### config.mk
export PLATFORM = sky130hd
export DESIGN_NAME = sampler_voice_table_unit
export DESIGN_NICKNAME = d
export VERILOG_FILES = /design/src/rtl/svt_pkg.sv /design/src/rtl/sampler_voice_table_unit.sv /design/src/rtl/svt_ctrl.sv /design/src/rtl/svt_dp.sv
export SDC_FILE = /design/constraint.sdc
export NUM_CORES = 2
export LEC_CHECK = 0
export BUFFER_PORTS_ARGS = -buffer_cell sky130_fd_sc_hd__buf_2
export CORE_MARGIN = 1.5
export CORE_UTILIZATION = 60
export DETAILED_ROUTE_END_ITERATION = 8
export PLACE_DENSITY = 0.77
export SYNTH_ARGS = -nofsm -noshare
export SYNTH_HDL_FRONTEND = slang
export SYNTH_SLANG_ARGS = --single-unit
### constraint.sdc
create_clock -name clk -period 11.6 [get_ports clk]
set_input_delay 2.32 -clock clk [delete_from_list [all_inputs] [get_ports clk]]
set_output_delay 2.32 -clock clk [all_outputs]
set_load 0.02 [all_outputs]
### src/rtl/svt_pkg.sv
// shared constants, codes and control/status types for the sampler voice table
package svt_pkg;

	localparam int MAX_VOICES_DEF  = 16;
	localparam int CURSOR_BITS_DEF = 24;

	// command kinds
	localparam logic [2:0] KIND_PLAY    = 3'd0;
	localparam logic [2:0] KIND_STOP    = 3'd1;
	localparam logic [2:0] KIND_SET_VOL = 3'd2;
	localparam logic [2:0] KIND_SET_PAN = 3'd3;
	localparam logic [2:0] KIND_ADVANCE = 3'd4;
	localparam logic [2:0] KIND_READ    = 3'd5;

	// error codes
	localparam logic [1:0] ERR_OK       = 2'd0;
	localparam logic [1:0] ERR_PARAM    = 2'd1;
	localparam logic [1:0] ERR_NO_VOICE = 2'd2;

	// voice state codes
	localparam logic [1:0] VST_IDLE      = 2'd0;
	localparam logic [1:0] VST_PLAYING   = 2'd1;
	localparam logic [1:0] VST_BAD_INDEX = 2'd2;

	localparam logic [15:0] REPS_FOREVER = 16'hFFFF;

	localparam logic [4:0] VOICES_IN_USE_RST = 5'd16;

	typedef struct packed {
		logic capture;
		logic rd;
		logic scan_step;
		logic play_commit;
		logic exec_commit;
	} svt_cmd_t;

	typedef struct packed {
		logic is_play;
		logic loop_bad;
		logic scan_end;
		logic scan_free;
	} svt_stat_t;

endpackage

### src/rtl/sampler_voice_table_unit.sv
// sampler voice table: allocation, control and loop playback of sampler voices
// stop, set, advance, read: capture, decode and execute steps, then the done strobe
// play: capture and decode, then the free-voice scan up to a free voice, the end of the
//   voices in use or a loop start above its end; the free-voice scan checks one voice per cycle
// one word at a time; start is taken again in the cycle done is high
// reset: arst_n clears every voice to idle and sets voices_in_use to 16; results cannot stall
module sampler_voice_table_unit import svt_pkg::*; #(
	parameter int MAX_VOICES  = MAX_VOICES_DEF,
	parameter int CURSOR_BITS = CURSOR_BITS_DEF
) (
	input  logic               clk,
	input  logic               arst_n,
	// command side
	input  logic               start,
	output logic               busy,
	input  logic [2:0]         kind,
	input  logic [3:0]         voice,
	input  logic [7:0]         sample_id,
	input  logic [23:0]        sample_length,
	input  logic [15:0]        volume,
	input  logic signed [15:0] pan,
	input  logic [23:0]        loop_from,
	input  logic [23:0]        loop_to,
	input  logic signed [15:0] repetitions,
	input  logic [15:0]        frames,
	// voices_in_use register
	input  logic               cfg_we,
	input  logic [4:0]         cfg_wdata,
	// result side, one word per done strobe
	output logic               done,
	output logic [1:0]         error_code,
	output logic [3:0]         voice_out,
	output logic [1:0]         voice_state,
	output logic [23:0]        cursor_out,
	output logic [7:0]         sample_out,
	output logic               still_playing
);

	// command and status between controller and datapath
	svt_cmd_t  cmd;
	svt_stat_t stat;

	// controller: idle, decode, free-voice scan, execute
	svt_ctrl u_ctrl (
		.clk    (clk),
		.arst_n (arst_n),
		.start  (start),
		.stat   (stat),
		.cmd    (cmd),
		.busy   (busy),
		.done   (done)
	);

	// datapath: voice memory with valid and busy bits, scan counter, result registers
	svt_dp #(
		.MAX_VOICES  (MAX_VOICES),
		.CURSOR_BITS (CURSOR_BITS)
	) u_dp (
		.clk           (clk),
		.arst_n        (arst_n),
		.cmd           (cmd),
		.stat          (stat),
		.cfg_we        (cfg_we),
		.cfg_wdata     (cfg_wdata),
		.kind          (kind),
		.voice         (voice),
		.sample_id     (sample_id),
		.sample_length (sample_length),
		.volume        (volume),
		.pan           (pan),
		.loop_from     (loop_from),
		.loop_to       (loop_to),
		.repetitions   (repetitions),
		.frames        (frames),
		.error_code    (error_code),
		.voice_out     (voice_out),
		.voice_state   (voice_state),
		.cursor_out    (cursor_out),
		.sample_out    (sample_out),
		.still_playing (still_playing)
	);

endmodule

### src/rtl/svt_ctrl.sv
// controller state machine for the sampler voice table
module svt_ctrl import svt_pkg::*; (
	input  logic      clk,
	input  logic      arst_n,
	input  logic      start,
	input  svt_stat_t stat,
	output svt_cmd_t  cmd,
	output logic      busy,
	output logic      done
);

	typedef enum logic [1:0] {
		S_IDLE,
		S_DECODE,
		S_SCAN,
		S_EXEC
	} state_t;

	state_t state_q;
	logic   done_q;
	logic   scan_stop;

	assign scan_stop = stat.loop_bad || stat.scan_end || stat.scan_free;

	always_comb begin
		cmd = '0;
		case (state_q)
			S_IDLE:   cmd.capture = start;
			S_DECODE: cmd.rd = !stat.is_play;
			S_SCAN: begin
				cmd.play_commit = scan_stop;
				cmd.scan_step   = !scan_stop;
			end
			S_EXEC:   cmd.exec_commit = 1'b1;
			default:  cmd = '0;
		endcase
	end

	always_ff @(posedge clk or negedge arst_n) begin
		if (!arst_n) begin
			state_q <= S_IDLE;
			done_q  <= 1'b0;
		end else begin
			done_q <= 1'b0;
			case (state_q)
				S_IDLE: begin
					if (start) state_q <= S_DECODE;
				end
				S_DECODE: begin
					state_q <= stat.is_play ? S_SCAN : S_EXEC;
				end
				S_SCAN: begin
					if (scan_stop) begin
						state_q <= S_IDLE;
						done_q  <= 1'b1;
					end
				end
				S_EXEC: begin
					state_q <= S_IDLE;
					done_q  <= 1'b1;
				end
				default: state_q <= S_IDLE;
			endcase
		end
	end

	assign busy = (state_q != S_IDLE);
	assign done = done_q;

endmodule

### src/rtl/svt_dp.sv
// datapath of the sampler voice table: voice memory, scan counter, result registers
module svt_dp import svt_pkg::*; #(
	parameter int MAX_VOICES  = MAX_VOICES_DEF,
	parameter int CURSOR_BITS = CURSOR_BITS_DEF
) (
	input  logic               clk,
	input  logic               arst_n,
	input  svt_cmd_t           cmd,
	output svt_stat_t          stat,
	input  logic               cfg_we,
	input  logic [4:0]         cfg_wdata,
	input  logic [2:0]         kind,
	input  logic [3:0]         voice,
	input  logic [7:0]         sample_id,
	input  logic [23:0]        sample_length,
	input  logic [15:0]        volume,
	input  logic signed [15:0] pan,
	input  logic [23:0]        loop_from,
	input  logic [23:0]        loop_to,
	input  logic signed [15:0] repetitions,
	input  logic [15:0]        frames,
	output logic [1:0]         error_code,
	output logic [3:0]         voice_out,
	output logic [1:0]         voice_state,
	output logic [23:0]        cursor_out,
	output logic [7:0]         sample_out,
	output logic               still_playing
);

	localparam int VW = (MAX_VOICES > 1) ? $clog2(MAX_VOICES) : 1;
	localparam int NW = $clog2(MAX_VOICES + 1);
	localparam int CB = CURSOR_BITS;
	localparam logic [32:0] CMAX_W = (33'd1 << CB) - 33'd1;

	typedef struct packed {
		logic [7:0]    sample;
		logic [CB-1:0] cursor;
		logic [15:0]   vol;
		logic [15:0]   pan;
		logic [CB-1:0] lbeg;
		logic [CB-1:0] lfin;
		logic [15:0]   reps;
	} entry_t;

	// captured command word
	logic [2:0]  kind_q;
	logic [3:0]  voice_q;
	logic [7:0]  sample_id_q;
	logic [23:0] length_q;
	logic [15:0] volume_q;
	logic [15:0] pan_q;
	logic [23:0] lstart_q;
	logic [23:0] lend_q;
	logic [15:0] reps_q;
	logic [15:0] frames_q;

	logic [4:0]            voices_in_use_q;
	logic [NW-1:0]         scan_cnt_q;
	logic [MAX_VOICES-1:0] valid_q;
	logic [MAX_VOICES-1:0] busy_q;

	entry_t mem [MAX_VOICES];
	entry_t rd_q;
	logic   rd_vld_q;

	logic [1:0]  err_q;
	logic [3:0]  vout_q;
	logic [1:0]  vstate_q;
	logic [23:0] cur_q;
	logic [7:0]  smp_q;
	logic        still_q;

	logic [NW-1:0] n_act;
	logic [VW-1:0] scan_idx;
	logic [VW-1:0] vaddr;
	logic          scan_end;
	logic          loop_bad;
	logic          voice_bad;
	logic [23:0]   lend_eff;

	function automatic logic [CB-1:0] clamp_c(input logic [23:0] x);
		return (33'(x) > CMAX_W) ? CB'(CMAX_W) : CB'(x);
	endfunction

	always_comb begin
		if (7'(voices_in_use_q) < 7'(MAX_VOICES)) n_act = NW'(voices_in_use_q);
		else n_act = NW'(MAX_VOICES);
	end

	assign scan_idx  = scan_cnt_q[VW-1:0];
	assign vaddr     = VW'(voice_q);
	assign scan_end  = 7'(scan_cnt_q) >= 7'(n_act);
	assign loop_bad  = lstart_q > lend_q;
	assign voice_bad = (kind_q > KIND_READ) || (7'(voice_q) >= 7'(n_act));
	assign lend_eff  = (lend_q == 24'd0) ? length_q : lend_q;

	assign stat.is_play   = (kind_q == KIND_PLAY);
	assign stat.loop_bad  = loop_bad;
	assign stat.scan_end  = scan_end;
	assign stat.scan_free = !scan_end && !busy_q[scan_idx];

	// entry written by a play
	entry_t play_e;
	always_comb begin
		play_e.sample = sample_id_q;
		play_e.cursor = '0;
		play_e.vol    = volume_q;
		play_e.pan    = pan_q;
		play_e.lbeg   = clamp_c(lstart_q);
		play_e.lfin   = clamp_c(lend_eff);
		play_e.reps   = reps_q;
	end

	// read-modify-write of the addressed voice
	entry_t        cur_e;
	entry_t        new_e;
	logic [32:0]   adv_sum;
	logic [CB-1:0] adv_cur;
	logic [16:0]   reps_dec;
	logic          ex_still;
	logic          ex_write;
	logic          ex_clear;

	always_comb begin
		cur_e    = rd_vld_q ? rd_q : '0;
		new_e    = cur_e;
		ex_still = 1'b0;
		ex_write = 1'b0;
		ex_clear = 1'b0;
		adv_sum  = 33'(cur_e.cursor) + 33'(frames_q);
		adv_cur  = (adv_sum > CMAX_W) ? CB'(CMAX_W) : CB'(adv_sum);
		reps_dec = {cur_e.reps[15], cur_e.reps} - 17'd1;
		if (!voice_bad) begin
			case (kind_q)
				KIND_STOP: begin
					new_e    = '0;
					ex_clear = 1'b1;
				end
				KIND_SET_VOL: begin
					new_e.vol = volume_q;
					ex_write  = 1'b1;
				end
				KIND_SET_PAN: begin
					new_e.pan = pan_q;
					ex_write  = 1'b1;
				end
				KIND_ADVANCE: begin
					if (cur_e.reps != 16'd0) begin
						ex_write     = 1'b1;
						ex_still     = 1'b1;
						new_e.cursor = adv_cur;
						// loop end reached: rewind and count the pass
						if ((cur_e.lfin != '0) && (adv_cur >= cur_e.lfin)) begin
							new_e.cursor = cur_e.lbeg;
							if (cur_e.reps != REPS_FOREVER) begin
								if (reps_dec[16] || (reps_dec == 17'd0)) begin
									new_e.reps = 16'd0;
									ex_still   = 1'b0;
								end else begin
									new_e.reps = reps_dec[15:0];
								end
							end
						end
					end
				end
				default: new_e = cur_e;
			endcase
		end
	end

	// single write port
	logic          wr_en;
	logic [VW-1:0] wr_addr;
	entry_t        wr_data;

	always_comb begin
		wr_en   = 1'b0;
		wr_addr = vaddr;
		wr_data = new_e;
		if (cmd.play_commit) begin
			wr_en   = !loop_bad && !scan_end;
			wr_addr = scan_idx;
			wr_data = play_e;
		end else if (cmd.exec_commit) begin
			wr_en = ex_write;
		end
	end

	always_ff @(posedge clk) begin
		if (wr_en) mem[wr_addr] <= wr_data;
		if (cmd.rd) rd_q <= mem[vaddr];
	end

	always_ff @(posedge clk) begin
		if (cmd.capture) begin
			kind_q      <= kind;
			voice_q     <= voice;
			sample_id_q <= sample_id;
			length_q    <= sample_length;
			volume_q    <= volume;
			pan_q       <= pan;
			lstart_q    <= loop_from;
			lend_q      <= loop_to;
			reps_q      <= repetitions;
			frames_q    <= frames;
		end
	end

	always_ff @(posedge clk or negedge arst_n) begin
		if (!arst_n) begin
			voices_in_use_q <= VOICES_IN_USE_RST;
			scan_cnt_q      <= '0;
			valid_q         <= '0;
			busy_q          <= '0;
			rd_vld_q        <= 1'b0;
		end else begin
			if (cfg_we) voices_in_use_q <= cfg_wdata;
			if (cmd.capture) scan_cnt_q <= '0;
			else if (cmd.scan_step) scan_cnt_q <= scan_cnt_q + NW'(1);
			if (cmd.rd) rd_vld_q <= valid_q[vaddr];
			if (wr_en) begin
				valid_q[wr_addr] <= 1'b1;
				busy_q[wr_addr]  <= (wr_data.reps != 16'd0);
			end
			if (cmd.exec_commit && ex_clear) begin
				valid_q[vaddr] <= 1'b0;
				busy_q[vaddr]  <= 1'b0;
			end
		end
	end

	// result registers
	always_ff @(posedge clk) begin
		if (cmd.play_commit) begin
			still_q <= 1'b0;
			if (loop_bad || scan_end) begin
				err_q    <= loop_bad ? ERR_PARAM : ERR_NO_VOICE;
				vout_q   <= 4'd0;
				vstate_q <= VST_IDLE;
				cur_q    <= 24'd0;
				smp_q    <= 8'd0;
			end else begin
				err_q    <= ERR_OK;
				vout_q   <= 4'(scan_cnt_q);
				vstate_q <= (reps_q != 16'd0) ? VST_PLAYING : VST_IDLE;
				cur_q    <= 24'd0;
				smp_q    <= sample_id_q;
			end
		end else if (cmd.exec_commit) begin
			vout_q <= voice_q;
			if (voice_bad) begin
				err_q    <= ERR_PARAM;
				vstate_q <= VST_BAD_INDEX;
				cur_q    <= 24'd0;
				smp_q    <= 8'd0;
				still_q  <= 1'b0;
			end else begin
				err_q    <= ERR_OK;
				vstate_q <= (new_e.reps != 16'd0) ? VST_PLAYING : VST_IDLE;
				cur_q    <= 24'(new_e.cursor);
				smp_q    <= new_e.sample;
				still_q  <= ex_still;
			end
		end
	end

	assign error_code    = err_q;
	assign voice_out     = vout_q;
	assign voice_state   = vstate_q;
	assign cursor_out    = cur_q;
	assign sample_out    = smp_q;
	assign still_playing = still_q;

endmodule

==> impl_results.md <==
- Clock sink total: 1838
- Post-CTS setup repair buffer count: 0
- Post-Syn Nets: 4007
- Setup TNS: 0 ns
- Met2 GRT Util: 48.5%
- Power per Cell Area: 222 nW/um^2
- Final hold violations: 0
- # rows: 128
- GRT Util Overall: 30.8%
- Via count: 40123
- Part of the cycle the worst path needs: 77.5%
- Clock transition at path regs: 0.06 ns
- RSZ-0062 raised after global routing: false
- CP arrival: 9.42 ns
- Leak: 27.5 nW
- Global route total overflow: 0
- Max Clock Skew: 0.0290 ns
- Vias in the first global route: 40247
- EDFF count, synth: 1767
- Max_cap viols: 0
- Fin. max-slew vios: 0
- Die W: 355 microns
- Cell at the root of the clock tree: clkbuf_16
- Iteration-0 DRC Markers: 5560
- Worst Tran Pin Value: 1.35 ns
- Ports: 203
- Final ANT Viol Nets: 0
- Post-Route WL: 192 mm
- Critical Path End Type: register
- DR DRC count: 0
- H-tree level count: 4
- Outcome: completed
- #FFs+latches synth: 1838
- Critical Path Fanout Max: 47
- Die area: 126000 sq um
- Pre-Repair DR Iteration Count: 8
- Initial antenna violation count: 5
- WL/cell: 32.8 microns
- Max Root-Sink Buffers: 3
- Psw: 5.45 mW
- Syn Inst Count: 3779
- Int Pwr: 13.1 mW
- Cts hold-fix bufs: 0
- Placed Area: 77600 sq um
- Crit path kind: reg -> reg
- Filler Cell Count: 7596
- Clock buffer count from CTS: 177
- Post-Syn Area: 74300 sq um
- PostCTS Resize Cnt: 0
- Layout Nets: 4284
- VDD IR max: 0.299 mV
- Vias per cell: 6.88
- Layout cell share with drive strength beyond 1: 26.6%
- Seq/Total Area, Yosys: 73.7%
- Cell area after layout: 83400 sq um
- Ys flop type: edfxtp_1
- CP required: 12.03 ns
- Warnings from Yosys: 0
- Clock Power Share: 31.0%
- Final min period: 8.99 ns
- GR Layer Usage met3: 6.93%
- Post-DP HPWL: 103 mm
- Crit path launch type: register
- Crit path cell chain: and2_1 > ha_1 > fa_1 > maj3_1 > nand2_1 > a21oi_1 > o21ai_1 > a221oi_1 > a211oi_2 > a31oi_1 > nor2_1 > nor2b_1 > or3_1 > ha_1 > and4_1 > a311oi_1 > nand4_1 > a211o_1 > a21oi_1 > buf_4 > and2_1 > nand2_1 > a31oi_1
- Core area: 122000 sq um
- Cell variety after synth: 102
- Fmax achieved: 0.111 GHz
- Met1 Use GR: 43.0%
- GR peak layer: met2
- CP max-delay cell: a31oi_1
- Slew HR: 8.89%
- CTS tree: built
- Sw Ratio: 29.4%
- Die Y: 355 microns
- P&R area growth vs syn: 12.3%
- PortBufs: 170
- First-pass GRT wire length: 276 mm
- Final setup fails: 0
- Post-synth ARST share: 2.50%
- Comb pwr share: 20.7%
- Worst min-delay path class: reg -> reg
- Syn Area/Cell: 19.7 sq um
- Routability congestion estimate from global placement: 0.941
- Largest net degree at the start of global routing: 145
- Flop pwr share: 48.3%
- Initial Util: 60.7%
- Crit-path max cell delay: 1.03 ns
- Skew-Pair Late Insertion Delay: 0.82 ns
[state kept, by name, summed over array words and instances (netlist names)]
name                  flops
u_dp.reps_q              16
u_dp.length_q            24
u_dp.cursor_out          24
u_dp.busy_q              16
u_ctrl.done               1
u_dp.lstart_q            24
u_dp.error_code           2
u_dp.lend_q              24
u_dp.voices_in_use_q      5
u_dp.kind_q               3
u_ctrl.state_q            2
u_dp.voice_state          2
u_dp.rd_vld_q             1
u_dp.sample_id_q          8
u_dp.still_playing        1
u_dp.frames_q            16
u_dp.scan_cnt_q           5
u_dp.sample_out           8
u_dp.rd_q                96
u_dp.vaddr                4
u_dp.valid_q             16
u_dp.mem               1536
u_dp.voice_out            4
[stage by stage]
step	hold WS [ns]	total power [mW]	instances	utilization [%]	worst slack (ns)
5_1_grt	0.479	19.1	5830	68.2	2.28
3_3_place_gp	0.438	12.7	5501	63.5	3.08
6_report	0.457	18.5	5831	68.2	2.61
3_5_place_dp	0.443	12.8	5501	63.5	2.91
2_1_floorplan	0.459	11.3	3779	-	2.27
4_1_cts	0.457	18.5	5829	68.2	2.88
[Yosys cell counts (7+ instances only)]
| cell | count | area, sq um |
|---|---|---|
| a21o_1 | 26 | 195 |
| a21oi_1 | 112 | 561 |
| a221oi_1 | 11 | 96.3 |
| a22o_1 | 15 | 131 |
| a22oi_1 | 13 | 97.6 |
| a31oi_1 | 18 | 113 |
| a32o_1 | 7 | 70.1 |
| a32oi_1 | 7 | 61.3 |
| and2_1 | 24 | 150 |
| and3_1 | 9 | 56.3 |
| buf_1 | 47 | 176 |
| buf_2 | 18 | 90.1 |
| clkbuf_1 | 133 | 499 |
| dfrtp_1 | 45 | 1130 |
| dfxtp_1 | 25 | 500 |
| edfxtp_1 | 1767 | 53100 |
| ha_1 | 67 | 838 |
| inv_1 | 51 | 191 |
| mux4_2 | 490 | 11000 |
| nand2_1 | 225 | 845 |
| nand2b_1 | 11 | 68.8 |
| nand3_1 | 49 | 245 |
| nand4_1 | 26 | 163 |
| nor2_1 | 120 | 450 |
| nor2b_1 | 20 | 125 |
| nor3_1 | 27 | 135 |
| nor4_1 | 19 | 119 |
| nor4_2 | 15 | 188 |
| o211ai_1 | 14 | 105 |
| o21a_1 | 23 | 173 |
| o21ai_0 | 124 | 621 |
| o21ai_1 | 15 | 75.1 |
| o22ai_1 | 7 | 43.8 |
| o31ai_1 | 11 | 82.6 |
| or3_1 | 16 | 100 |
| xnor2_1 | 24 | 210 |
| xor2_1 | 9 | 78.8 |
[layer usage]
metal,vias up,routed length (microns)
met4,6,6830
met3,446,21500
met2,2647,92000
met5,-,36
li1,16211,-
met1,20813,71100
[power by group through the flow]
stage	clock network (mW)	logic (mW)	registers (mW)
6_report	5.74	3.84	8.94
3_5_place_dp	0	3.75	9.05
5_1_grt	6.05	4.09	8.96
3_3_place_gp	0	3.66	9.03
2_1_floorplan	0	2.48	8.87
4_1_cts	5.79	3.79	8.92
[kinds of logic after synthesis]
group           share of synthesized area [%]
compound gates                           4.20
xor+xnor                                0.419
fa+ha+maj                                1.22
buf+inv                                  1.37
flops                                    73.7
mux                                      15.1
simple gates                             4.01
[critical path, delay by kind of cell (launching register included)]
kind	cells	cell delay, ns
compound gates	9	3.21
simple gates	9	2.94
fa+ha+maj	4	1.39
flops	1	0.70
buf+inv	1	0.29
[path summary, 6_finish.rpt]
path | startpoint | to | slack (ns) | cells after the start
min in group asynchronous | arst_n | u_dp.voices_in_use_q[1] | 1.59 | 2
max reg2reg | u_dp.rd_vld_q | u_dp.mem[8][119] | 2.61 | 23
min reg2reg | u_dp.cursor_out[16] | u_dp.cursor_out[16] | 0.46 | 2
max in group asynchronous | arst_n | u_dp.rd_vld_q | 9.52 | 2
max | u_dp.rd_vld_q | u_dp.mem[8][119] | 2.61 | 23
min | u_dp.cursor_out[16] | u_dp.cursor_out[16] | 0.46 | 2
[cell usage in the layout (no fill, tap or decap), drive strengths merged, types with 67 or more instances in the layout]
cell,n
edfxtp,1767
mux4,490
buf,302
nand2,227
clkbuf,223
o21ai,142
nor2,120
a21oi,115
clkinv,77
ha,67
[cell type report]
cell class / instances / area (sq um) / share of cell area [%]
antenna: 1 / 2.50 / 0.00300
clock buffer: 222 / 4780 / 5.72
clock inverter: 106 / 998 / 1.20
inverter: 51 / 191 / 0.229
multi-input combinational: 1685 / 18800 / 22.5
sequential: 1838 / 54700 / 65.6
tap: 1625 / 2030 / 2.44
timing repair buffer: 303 / 1960 / 2.35
Power figures use the tool's default switching activity.
